--- config.mk ---
export PLATFORM = sky130hd
export DESIGN_NAME = counting_semaphore_fifo_waiters
export DESIGN_NICKNAME = d
export VERILOG_FILES = /design/src/hw/rtl/csfw_pkg.sv /design/src/hw/rtl/csfw_front.sv /design/src/hw/rtl/csfw_engine.sv /design/src/hw/rtl/counting_semaphore_fifo_waiters.sv
export SDC_FILE = /design/constraint.sdc
export NUM_CORES = 1
export LEC_CHECK = 0
export BUFFER_PORTS_ARGS = -buffer_cell sky130_fd_sc_hd__buf_2
export CAP_MARGIN = 25
export CORE_UTILIZATION = 55
export CTS_CLUSTER_SIZE = 40
export DETAILED_ROUTE_END_ITERATION = 6
export PLACE_DENSITY = 0.76
export SYNTH_ARGS = -nofsm -noshare
export SYNTH_HDL_FRONTEND = slang
export SYNTH_SLANG_ARGS = --single-unit
export TNS_END_PERCENT = 1
--- constraint.sdc ---
create_clock -name clk -period 6.2 [get_ports clk]
set_input_delay 0.62 -clock clk [delete_from_list [all_inputs] [get_ports clk]]
set_output_delay 0.62 -clock clk [all_outputs]
set_load 0.02 [all_outputs]
--- src/hw/rtl/csfw_pkg.sv ---
`timescale 1ns / 1ps
// ----------------------------------------------------------------------------
// csfw_pkg
// Types and codes shared by the counting semaphore with a FIFO of waiters.
// ----------------------------------------------------------------------------
package csfw_pkg;

    localparam int TOKEN_BITS      = 31;
    localparam int THREAD_ID_BITS  = 8;
    localparam int COUNT_BITS      = 16;
    localparam int QUEUE_DEPTH_DEF = 16;

    typedef logic [TOKEN_BITS-1:0]     token_t;
    typedef logic [THREAD_ID_BITS-1:0] thread_t;
    typedef logic [COUNT_BITS-1:0]     count_t;

    localparam token_t TOKEN_MAX = '1;

    localparam logic [1:0] ACT_WAIT   = 2'd0;
    localparam logic [1:0] ACT_SIGNAL = 2'd1;
    localparam logic [1:0] ACT_CLOSE  = 2'd2;

    typedef enum logic [2:0] {
        STAT_GRANTED  = 3'd0,
        STAT_BLOCKED  = 3'd1,
        STAT_CLOSED   = 3'd2,
        STAT_FULL     = 3'd3,
        STAT_SIGNALED = 3'd4,
        STAT_RELEASED = 3'd5,
        STAT_WOKEN    = 3'd6
    } status_t;

    typedef enum logic [1:0] {
        OP_WAIT,
        OP_SIGNAL,
        OP_CLOSE
    } op_t;

    typedef enum logic {
        ST_IDLE,
        ST_DRAIN
    } state_t;

    typedef struct packed {
        logic [1:0] action;
        thread_t    thread_id;
        count_t     count;
    } req_t;

    typedef struct packed {
        status_t status;
        thread_t thread_out;
        logic    last;
    } rsp_t;

    typedef struct packed {
        op_t     op;
        thread_t thread_id;
        count_t  count;
    } cmd_t;

endpackage

--- src/hw/rtl/csfw_front.sv ---
`timescale 1ns / 1ps
// ----------------------------------------------------------------------------
// csfw_front
// Request intake: decodes each beat into a command and holds it in a
// two-entry queue ahead of the engine. Unused action codes are dropped.
// ----------------------------------------------------------------------------
module csfw_front (
    input  logic          clk,
    input  logic          rst_n,
    input  logic          req_valid,
    output logic          req_stall,
    input  csfw_pkg::req_t req,
    output logic          cmd_valid,
    output csfw_pkg::cmd_t cmd,
    input  logic          cmd_pop
);
    import csfw_pkg::*;

    cmd_t       entry_reg [2];
    logic       wr_ptr_reg;
    logic       wr_ptr_next;
    logic       rd_ptr_reg;
    logic       rd_ptr_next;
    logic [1:0] cnt_reg;
    logic [1:0] cnt_next;
    logic       accept;
    logic       keep;
    logic       push;
    op_t        op;

    assign req_stall = (cnt_reg == 2'd2);
    assign accept    = req_valid && !req_stall;
    assign push      = accept && keep;
    assign cmd_valid = (cnt_reg != 2'd0);
    assign cmd       = entry_reg[rd_ptr_reg];

    always_comb
    begin
        keep = 1'b1;
        op   = OP_WAIT;
        unique case (req.action)
            ACT_WAIT:   op = OP_WAIT;
            ACT_SIGNAL: op = OP_SIGNAL;
            ACT_CLOSE:  op = OP_CLOSE;
            default:    keep = 1'b0;
        endcase
    end

    always_comb
    begin
        wr_ptr_next = push ? ~wr_ptr_reg : wr_ptr_reg;
        rd_ptr_next = cmd_pop ? ~rd_ptr_reg : rd_ptr_reg;
        cnt_next    = cnt_reg + 2'(push) - 2'(cmd_pop);
    end

    always_ff @(posedge clk or negedge rst_n)
    begin
        if (!rst_n)
        begin
            wr_ptr_reg <= 1'b0;
            rd_ptr_reg <= 1'b0;
            cnt_reg    <= 2'd0;
        end
        else
        begin
            wr_ptr_reg <= wr_ptr_next;
            rd_ptr_reg <= rd_ptr_next;
            cnt_reg    <= cnt_next;
        end
    end

    always_ff @(posedge clk)
    begin
        if (push)
        begin
            entry_reg[wr_ptr_reg] <= '{op: op, thread_id: req.thread_id, count: req.count};
        end
    end

endmodule

--- src/hw/rtl/csfw_engine.sv ---
`timescale 1ns / 1ps
// ----------------------------------------------------------------------------
// csfw_engine
// Semaphore engine: token count, closed flag and waiter queue. Executes one
// command at a time, releasing or waking one waiter per cycle while the result
// port is not stalled, and drives a registered result port.
// ----------------------------------------------------------------------------
module csfw_engine #(
    parameter int QUEUE_DEPTH = csfw_pkg::QUEUE_DEPTH_DEF
) (
    input  logic            clk,
    input  logic            rst_n,
    input  logic            cfg_we,
    input  csfw_pkg::token_t cfg_data,
    input  logic            cmd_valid,
    input  csfw_pkg::cmd_t  cmd,
    output logic            cmd_pop,
    output logic            rsp_valid,
    input  logic            rsp_stall,
    output csfw_pkg::rsp_t  rsp
);
    import csfw_pkg::*;

    localparam int IDX_W = $clog2(QUEUE_DEPTH);
    localparam int OCC_W = $clog2(QUEUE_DEPTH + 1);
    localparam logic [IDX_W-1:0] IDX_LAST = IDX_W'(QUEUE_DEPTH - 1);
    localparam logic [OCC_W-1:0] OCC_FULL = OCC_W'(QUEUE_DEPTH);
    localparam logic [OCC_W-1:0] OCC_ONE  = OCC_W'(1);

    state_t           state_reg;
    state_t           state_next;
    token_t           token_reg;
    token_t           token_next;
    logic             closed_reg;
    logic             closed_next;
    logic [IDX_W-1:0] head_reg;
    logic [IDX_W-1:0] head_next;
    logic [IDX_W-1:0] tail_reg;
    logic [IDX_W-1:0] tail_next;
    logic [OCC_W-1:0] occ_reg;
    logic [OCC_W-1:0] occ_next;
    logic             out_valid_reg;
    rsp_t             out_reg;

    thread_t          mem_thread [QUEUE_DEPTH];
    count_t           mem_tokens [QUEUE_DEPTH];
    thread_t          rd_thread_reg;
    count_t           rd_tokens_reg;

    logic             emit_ok;
    logic             emit;
    rsp_t             emit_data;
    logic             push;
    logic             start_drain;
    logic [TOKEN_BITS:0] sum;
    logic             fits_cmd;
    logic             fits_head;
    logic [IDX_W-1:0] head_inc;
    logic [IDX_W-1:0] tail_inc;

    assign emit_ok   = !out_valid_reg || !rsp_stall;
    assign rsp_valid = out_valid_reg;
    assign rsp       = out_reg;

    assign sum       = {1'b0, token_reg} + (TOKEN_BITS + 1)'(cmd.count);
    assign fits_cmd  = (token_reg >= TOKEN_BITS'(cmd.count));
    assign fits_head = (token_reg >= TOKEN_BITS'(rd_tokens_reg));
    assign head_inc  = (head_reg == IDX_LAST) ? '0 : head_reg + 1'b1;
    assign tail_inc  = (tail_reg == IDX_LAST) ? '0 : tail_reg + 1'b1;

    assign start_drain = cmd_valid && emit_ok
                         && (((cmd.op == OP_SIGNAL) && !closed_reg)
                             || ((cmd.op == OP_CLOSE) && (occ_reg != '0)));

    always_comb
    begin
        state_next = state_reg;
        unique case (state_reg)
            ST_IDLE:
            begin
                if (start_drain)
                begin
                    state_next = ST_DRAIN;
                end
            end
            ST_DRAIN:
            begin
                if (cmd_pop)
                begin
                    state_next = ST_IDLE;
                end
            end
            default: state_next = ST_IDLE;
        endcase
    end

    always_comb
    begin
        token_next  = token_reg;
        closed_next = closed_reg;
        head_next   = head_reg;
        tail_next   = tail_reg;
        occ_next    = occ_reg;
        push        = 1'b0;
        emit        = 1'b0;
        emit_data   = '{status: STAT_GRANTED, thread_out: cmd.thread_id, last: 1'b1};
        cmd_pop     = 1'b0;
        unique case (state_reg)
            ST_IDLE:
            begin
                if (cmd_valid && emit_ok)
                begin
                    unique case (cmd.op)
                        OP_WAIT:
                        begin
                            emit    = 1'b1;
                            cmd_pop = 1'b1;
                            priority if (closed_reg)
                            begin
                                emit_data.status = STAT_CLOSED;
                            end
                            else if (fits_cmd)
                            begin
                                emit_data.status = STAT_GRANTED;
                                token_next       = token_reg - TOKEN_BITS'(cmd.count);
                            end
                            else if (occ_reg == OCC_FULL)
                            begin
                                emit_data.status = STAT_FULL;
                            end
                            else
                            begin
                                emit_data.status = STAT_BLOCKED;
                                push             = 1'b1;
                                tail_next        = tail_inc;
                                occ_next         = occ_reg + 1'b1;
                            end
                        end
                        OP_SIGNAL:
                        begin
                            if (closed_reg)
                            begin
                                emit             = 1'b1;
                                cmd_pop          = 1'b1;
                                emit_data.status = STAT_CLOSED;
                            end
                            else
                            begin
                                token_next = sum[TOKEN_BITS] ? TOKEN_MAX : sum[TOKEN_BITS-1:0];
                            end
                        end
                        OP_CLOSE:
                        begin
                            closed_next = 1'b1;
                            if (occ_reg == '0)
                            begin
                                cmd_pop = 1'b1;
                            end
                        end
                        default: cmd_pop = 1'b1;
                    endcase
                end
            end
            ST_DRAIN:
            begin
                if (emit_ok)
                begin
                    emit = 1'b1;
                    if (cmd.op == OP_CLOSE)
                    begin
                        emit_data = '{status: STAT_WOKEN, thread_out: rd_thread_reg,
                                      last: (occ_reg == OCC_ONE)};
                        head_next = head_inc;
                        occ_next  = occ_reg - 1'b1;
                        cmd_pop   = (occ_reg == OCC_ONE);
                    end
                    else if ((occ_reg != '0) && fits_head)
                    begin
                        emit_data  = '{status: STAT_RELEASED, thread_out: rd_thread_reg,
                                       last: 1'b0};
                        token_next = token_reg - TOKEN_BITS'(rd_tokens_reg);
                        head_next  = head_inc;
                        occ_next   = occ_reg - 1'b1;
                    end
                    else
                    begin
                        emit_data.status = STAT_SIGNALED;
                        cmd_pop          = 1'b1;
                    end
                end
            end
            default: cmd_pop = 1'b0;
        endcase
    end

    always_ff @(posedge clk or negedge rst_n)
    begin
        if (!rst_n)
        begin
            state_reg     <= ST_IDLE;
            token_reg     <= '0;
            closed_reg    <= 1'b0;
            head_reg      <= '0;
            tail_reg      <= '0;
            occ_reg       <= '0;
            out_valid_reg <= 1'b0;
        end
        else
        begin
            state_reg  <= state_next;
            token_reg  <= cfg_we ? cfg_data : token_next;
            closed_reg <= closed_next;
            head_reg   <= head_next;
            tail_reg   <= tail_next;
            occ_reg    <= occ_next;
            if (emit)
            begin
                out_valid_reg <= 1'b1;
            end
            else if (!rsp_stall)
            begin
                out_valid_reg <= 1'b0;
            end
        end
    end

    always_ff @(posedge clk)
    begin
        if (emit)
        begin
            out_reg <= emit_data;
        end
    end

    always_ff @(posedge clk)
    begin
        if (push)
        begin
            mem_thread[tail_reg] <= cmd.thread_id;
            mem_tokens[tail_reg] <= cmd.count;
        end
        rd_thread_reg <= mem_thread[head_next];
        rd_tokens_reg <= mem_tokens[head_next];
    end

endmodule

--- src/hw/rtl/counting_semaphore_fifo_waiters.sv ---
`timescale 1ns / 1ps
// ----------------------------------------------------------------------------
// counting_semaphore_fifo_waiters
// Counting semaphore with a FIFO queue of waiting threads.
// ----------------------------------------------------------------------------
// Requests enter a two-entry command queue and are executed one at a time by
// the engine; each result is registered at the end of the engine cycle that
// produces it. An open signal adds its count, then releases waiters from the
// head while their counts fit; a close sets the closed flag and wakes every
// queued waiter. The waiter memory, written at the tail and read at the queue
// head, sustains one waiter per cycle while the result port is not stalled. A
// cfg_we write reloads the token count and must be issued only while the
// block is idle. The waiter memory needs no clearing after reset.
// ----------------------------------------------------------------------------
module counting_semaphore_fifo_waiters #(
    parameter int QUEUE_DEPTH = csfw_pkg::QUEUE_DEPTH_DEF
) (
    input  logic             clk,
    input  logic             rst_n,
    input  logic             cfg_we,
    input  csfw_pkg::token_t cfg_data,
    input  logic             req_valid,
    output logic             req_stall,
    input  csfw_pkg::req_t   req,
    output logic             rsp_valid,
    input  logic             rsp_stall,
    output csfw_pkg::rsp_t   rsp
);
    import csfw_pkg::*;

    logic cmd_valid;
    logic cmd_pop;
    cmd_t cmd;

    csfw_front u_front (
        .clk       (clk),
        .rst_n     (rst_n),
        .req_valid (req_valid),
        .req_stall (req_stall),
        .req       (req),
        .cmd_valid (cmd_valid),
        .cmd       (cmd),
        .cmd_pop   (cmd_pop)
    );

    csfw_engine #(
        .QUEUE_DEPTH (QUEUE_DEPTH)
    ) u_engine (
        .clk       (clk),
        .rst_n     (rst_n),
        .cfg_we    (cfg_we),
        .cfg_data  (cfg_data),
        .cmd_valid (cmd_valid),
        .cmd       (cmd),
        .cmd_pop   (cmd_pop),
        .rsp_valid (rsp_valid),
        .rsp_stall (rsp_stall),
        .rsp       (rsp)
    );

endmodule
## Word level (Yosys, flattened, before mapping)

Memories as Yosys holds them, arrays and structs flattened. A register that Yosys moved wholly into a read port is not among the register bits.
Index checks and enable logic that the tools add are counted.
W data, S select, Z words.

| storage, ports and cells | value |
|---|---|
| register bits | 63 |
| bits in writable memories | 436 |
| word-level logic and storage cells | 149 |
| memories | 3 |

| cells by class | value |
|---|---|
| add/subtract/negate cells | 9 |
| $lt $le $gt $ge | 2 |
| eq/ne operators | 25 |
| multiplexer cells | 67 |
| bitwise operators | 6 |
| reduce and logical (&&, ||, !) cells | 24 |

Memories:

| name | depth | bits a word | rd ports | clocked after Yosys merged registers in | wr ports | RTL line | source |
|---|---|---|---|---|---|---|---|
| u_engine.mem_tokens | 16 | 16 | 1 | 1 | 1 | csfw_engine.sv:46 | `count_t mem_tokens [QUEUE_DEPTH];` |
| u_engine.mem_thread | 16 | 8 | 1 | 1 | 1 | csfw_engine.sv:45 | `thread_t mem_thread [QUEUE_DEPTH];` |
| u_front.entry_reg | 2 | 26 | 1 | 0 | 1 | csfw_front.sv:19 | `cmd_t entry_reg [2];` |

Operators with widths:

| kind | count |
|---|---|
| $mux W31 | 9 |
| $pmux W31 S2 | 2 |
| $ge A31 B16 Y1 | 2 |
| $sub A31 B16 Y31 | 2 |
| $mux W5 | 8 |
| $add A31 B16 Y32 | 1 |
| $mux W1 | 24 |
| $mux W4 | 6 |
| $mux W9 | 2 |
| $mux W12 | 1 |
| $ne A3 B3 Y1 const B | 4 |
| $pmux W3 S2 | 2 |
| $mux W11 | 1 |
| $ne A2 B2 Y1 const B | 5 |
| $pmux W1 S2 | 5 |
| $pmux W5 S2 | 1 |
| $mux W3 | 3 |
| $add A4 B1 Y4 const B | 2 |
| $eq A4 B4 Y1 const B | 2 |
| $ne A4 B3 Y1 const B | 2 |
| $ne A4 B4 Y1 const B | 2 |
| $reduce_and A8 Y1 | 1 |
| $logic_and A1 B1 Y1 | 7 |
| $reduce_and A7 Y1 | 1 |
| 23 further kinds | 38 |

## Longest topological paths before layout

| logic depth | value |
|---|---|
| word-level depth | 9 |
| gate-level depth with buffers | 18 |
| depth with buffers taken out | 14 |

## Modules after synthesis

From an unflattened synthesis, not the netlist that was laid out.

| second synthesis, totals | value |
|---|---|
| cells, all modules | 2210 |
| area total of the unflattened synthesis | 26263.9 sq um |

Modules (own cells, without submodules):

| module | instances | cells each | area each (sq um) | seq. area each (sq um) |
|---|---|---|---|---|
| csfw_engine | 1 | 2109 | 24061.8 | 13548.0 |
| csfw_front | 1 | 101 | 2202.1 | 1661.6 |

## Least setup slack after synthesis

Ideal clock, no wire load.

| timing | value |
|---|---|
| path kind | register to register |
| start point | register u_front.rd_ptr_reg |
| end point | memory u_engine.mem_thread[2][0] in the netlist's numbering, enable pin |
| setup time | 0.466 ns |
| arrival time | 5.828 ns |
| data required time | 5.734 ns |
| path slack | -0.094 ns |
| cell stages (with the launch flop) | 14 |
| period minus slack after synthesis | 6.294 ns |
| cell sequence | dfrtp_1 > clkbuf_1 > clkbuf_1 > buf_1 > mux2i_1 > ha_1 > clkbuf_1 > o21ai_0 > a21oi_1 > o41a_1 > a211o_1 > a21oi_1 > nand3_1 > nor4_1 |

| on the way | value |
|---|---|
| cells in the longest elaborated chain, start to end | 9 |

RTL lines:

| what | RTL line | source |
|---|---|---|
| from (decl) | csfw_front.sv:22 | `logic rd_ptr_reg;` |
| from (signal assigned) | csfw_front.sv:67 | `rd_ptr_reg <= rd_ptr_next;` |
| $mem_v2 Z2 W26 (*) | - |  |
| $ge A31 B16 Y1 | csfw_engine.sv:66 | `assign fits_cmd = (token_reg >= TOKEN_BITS'(cmd.count));` |
| $mux W1 | csfw_engine.sv:122 | `else if (fits_cmd)` |
| $mux W1 | csfw_engine.sv:118 | `priority if (closed_reg)` |
| $mux W1 (*) | csfw_engine.sv:113 | `unique case (cmd.op)` |
| $mux W1 (*) | csfw_engine.sv:111 | `if (cmd_valid && emit_ok)` |
| $mux W1 (*) | csfw_engine.sv:108 | `unique case (state_reg)` |
| $mux W1 (*) | csfw_engine.sv:237 | `if (push)` |
| $mux W1 (not written as such) (*) | csfw_engine.sv:239 | `mem_thread[tail_reg] <= cmd.thread_id;` |
| to (decl) | csfw_engine.sv:45 |  |

Every way passes the cells marked *; elsewhere a longest branch is shown, timed or not.

==> results.toml <==
[status]
status = "complete, no violations"

[synth]
synth_top_area_share_pct = 55.08
synth_edf_count = 448
synth_seq_cells = 523
synth_area_mm2 = 0.02443
async_flop_share_pct = 9.751
synth_ff_type = "edfxtp_1"
synth_most_common_cell = "edfxtp_1"
yosysTopAreaCell = "edfxtp_1"
synth_nets = 1995
synth_commonest_cells = "448 x edfxtp_1, 263 x mux2i_1, 219 x nand2_1"
synth_area_leaders = "edfxtp_1 55%, mux2i_1 11%, dfrtp_1 5.2%, nand2_1 3.4%, ha_1 3.2%"
seq_area_frac_synth_pct = 62.27
ys_warn_count = 0
synth_cell_types = 76
synth_cells = 1867
synth.avg_cell_area_um2 = 13.08

[timing]
rsz0062_at_grt = "false"
slew_viol_final = 0
period_needed_ns = 4.620
finalWorstSetupSlack_ns = 1.580
finClkSkew_ns = 0.01951
hold_viol_final = 0
min_period_over_period_pct = 74.52
worst_pin_slew_ns = 1.132
fmaxAchievable_mhz = 216.4
hold_slack_ns = 0.1895
slew_headroom_pct = 23.97
setup_violations = 0

[setup_path]
timing.rr.end = "u_engine.token_reg[28]$_DFFE_PN0P_"
cp_max_fo = 18
end_kind = "flip-flop"
reg2reg_depth = 12
start_kind = "flip-flop"
cp.arrival_ns = 5.11
reg2reg_from = "u_front.rd_ptr_reg$_DFFE_PN0N_"
reg2reg_setup_slack_ns = 1.58
critPathKind = "flip-flop to flip-flop"
worstPathRequired_ns = 6.69

[global_routing]
grt_pass1_vias = 15490
grt_pass1_wl_um = 93560
antenna_found_initial = 0
grt_start_max_net_pins = 97
overflow = 0
grtUsageTotal_pct = 28.03

[cells_and_area]
largest_register_ffs = 256
syn_to_final_growth_pct = 12.45
diodes = 0
fin_util_pct = 63.20
nets = 2076
drive_gt1_share_pct = 12.95

[floorplan]
die-area_mm2 = 0.04526
ios = 76
die_h_um = 212.7
fp-row-count = 76
core_area_mm2 = 0.04346
initial_core_util_pct = 56.21
die_x_um = 212.7

[place]
pre_cts_slack_ns = 1.697
dpl.hpwl_um = 40300
gp_congestion = 0.9924
port_buffers = 75

[clocking]
cts_resized = 0
cts_buffers = 52
cts.sinks = 523
cts_tree = "yes"
root_buffer = "clkbuf_16"
cts_htree_levels = 2
insertion_delay_ns = 0.60
post_cts_buffers = 0
postCtsHoldBufs = 0
path_clk_slew_ns = 0.07
cts_buffer_depth = 3

[pwr]
vdd_ir_drop_max_v = 0.0006643
p_leak_nw = 10.36
power_mw = 15.57
powerDensity_mw_per_mm2 = 566.8

[detailed_routing]
routed_wl_um = 63040
vias = 16070
drc = 0
drtAntennaViolNets = 0
first_pass_iters = 7
drt_iter0_drc = 1611
vias_per_cell = 6.237
wl_per_cell_um = 24.46

[job]
max_cap_viol_count = 0

[worst_hold_path]
worstHoldPathType = "input port to asynchronous set/reset pin"
[cell families (layout without fill, tap and decap cells)]
logic type               after synthesis  count (layout)  synth area share [%]
XOR/XNOR                              46              46                 1.649
AO/OA/AOI/OAI                        340             340                 9.886
adder cells (fa/ha/maj)               66              66                 3.473
buffers and inverters                181             306                 3.186
multiplexers                         282             282                 11.65
AND/OR/NAND/NOR                      429             429                 7.883
flip-flops                           523             523                 62.27
[stage by stage]
step / area, um2 / cells / setup TNS (ns)
5_1_grt: 27470 / 2577 / 0
3_3_place_gp: 25620 / 2474 / 0
3_5_place_dp: 25680 / 2477 / 0
6_report: 27470 / 2577 / 0
2_1_floorplan: 24430 / 1867 / -4.502
4_1_cts: 27440 / 2575 / 0
[critical path, stage by stage, from the launching register on]
cell and delay [ns]:
dfrtp_2 0.61, mux2i_1 0.40, inv_1 0.40, ha_1 0.35, o21ai_0 0.29, o2111ai_1 0.25, a21oi_1 0.32, o221a_2 0.28
nor4_1 0.07, nor3_1 0.90, nand2_1 0.15, o32a_1 0.36, o221a_2 0.12
[routing by layer]
metal  track usage, %  wire (um)
met1            40.32      27440
met2            44.51      29630
met3            3.559       4359
met4            8.956       1617
met5                0          0
[placed cells by master (no fill, tap or decap), drive strengths merged, types with 51 or more instances in the layout]
cell type,synthesis,routed
inv,81,84
edfxtp,448,448
a21oi,68,68
clkbuf,56,62
a32oi,51,51
nor2,66,66
buf,44,126
o21ai,64,64
nand2,219,219
mux2i,263,263
ha,63,63
dfrtp,51,51
[final cells by class]
| class | count | area (um2) |
|---|---|---|
| timing repair buffer | 127 | 905.9 |
| clock inverter | 37 | 384.1 |
| sequential | 523 | 15210 |
| tap | 585 | 732.0 |
| multi-input combinational | 1163 | 8553 |
| inverter | 81 | 304.0 |
| clock buffer | 61 | 1376 |
| fill | 3212 | 15990 |
[power breakdown]
part / switching (mW) / internal (mW) / total [mW]
clock: 1.35 / 1.89 / 3.23
combinational: 4.75 / 2.76 / 7.52
sequential: 0.322 / 4.50 / 4.82
[how the worst max path moves through the flow]
stage                                               from                              endpoint  slack (ns)
final                     u_front.rd_ptr_reg$_DFFE_PN0N_    u_engine.token_reg[28]$_DFFE_PN0P_        1.58
after global routing      u_front.rd_ptr_reg$_DFFE_PN0N_    u_engine.token_reg[29]$_DFFE_PN0P_        1.29
after CTS                 u_front.rd_ptr_reg$_DFFE_PN0N_  u_engine.mem_tokens[13][3]$_DFFE_PP_        1.67
after detailed placement  u_front.rd_ptr_reg$_DFFE_PN0N_    u_engine.token_reg[28]$_DFFE_PN0P_        1.70
after global placement    u_front.rd_ptr_reg$_DFFE_PN0N_  u_engine.mem_tokens[13][3]$_DFFE_PP_        1.80
after floorplan           u_front.rd_ptr_reg$_DFFE_PN0N_   u_engine.mem_thread[2][0]$_DFFE_PP_       -0.09
Power figures use the tool's default switching activity.
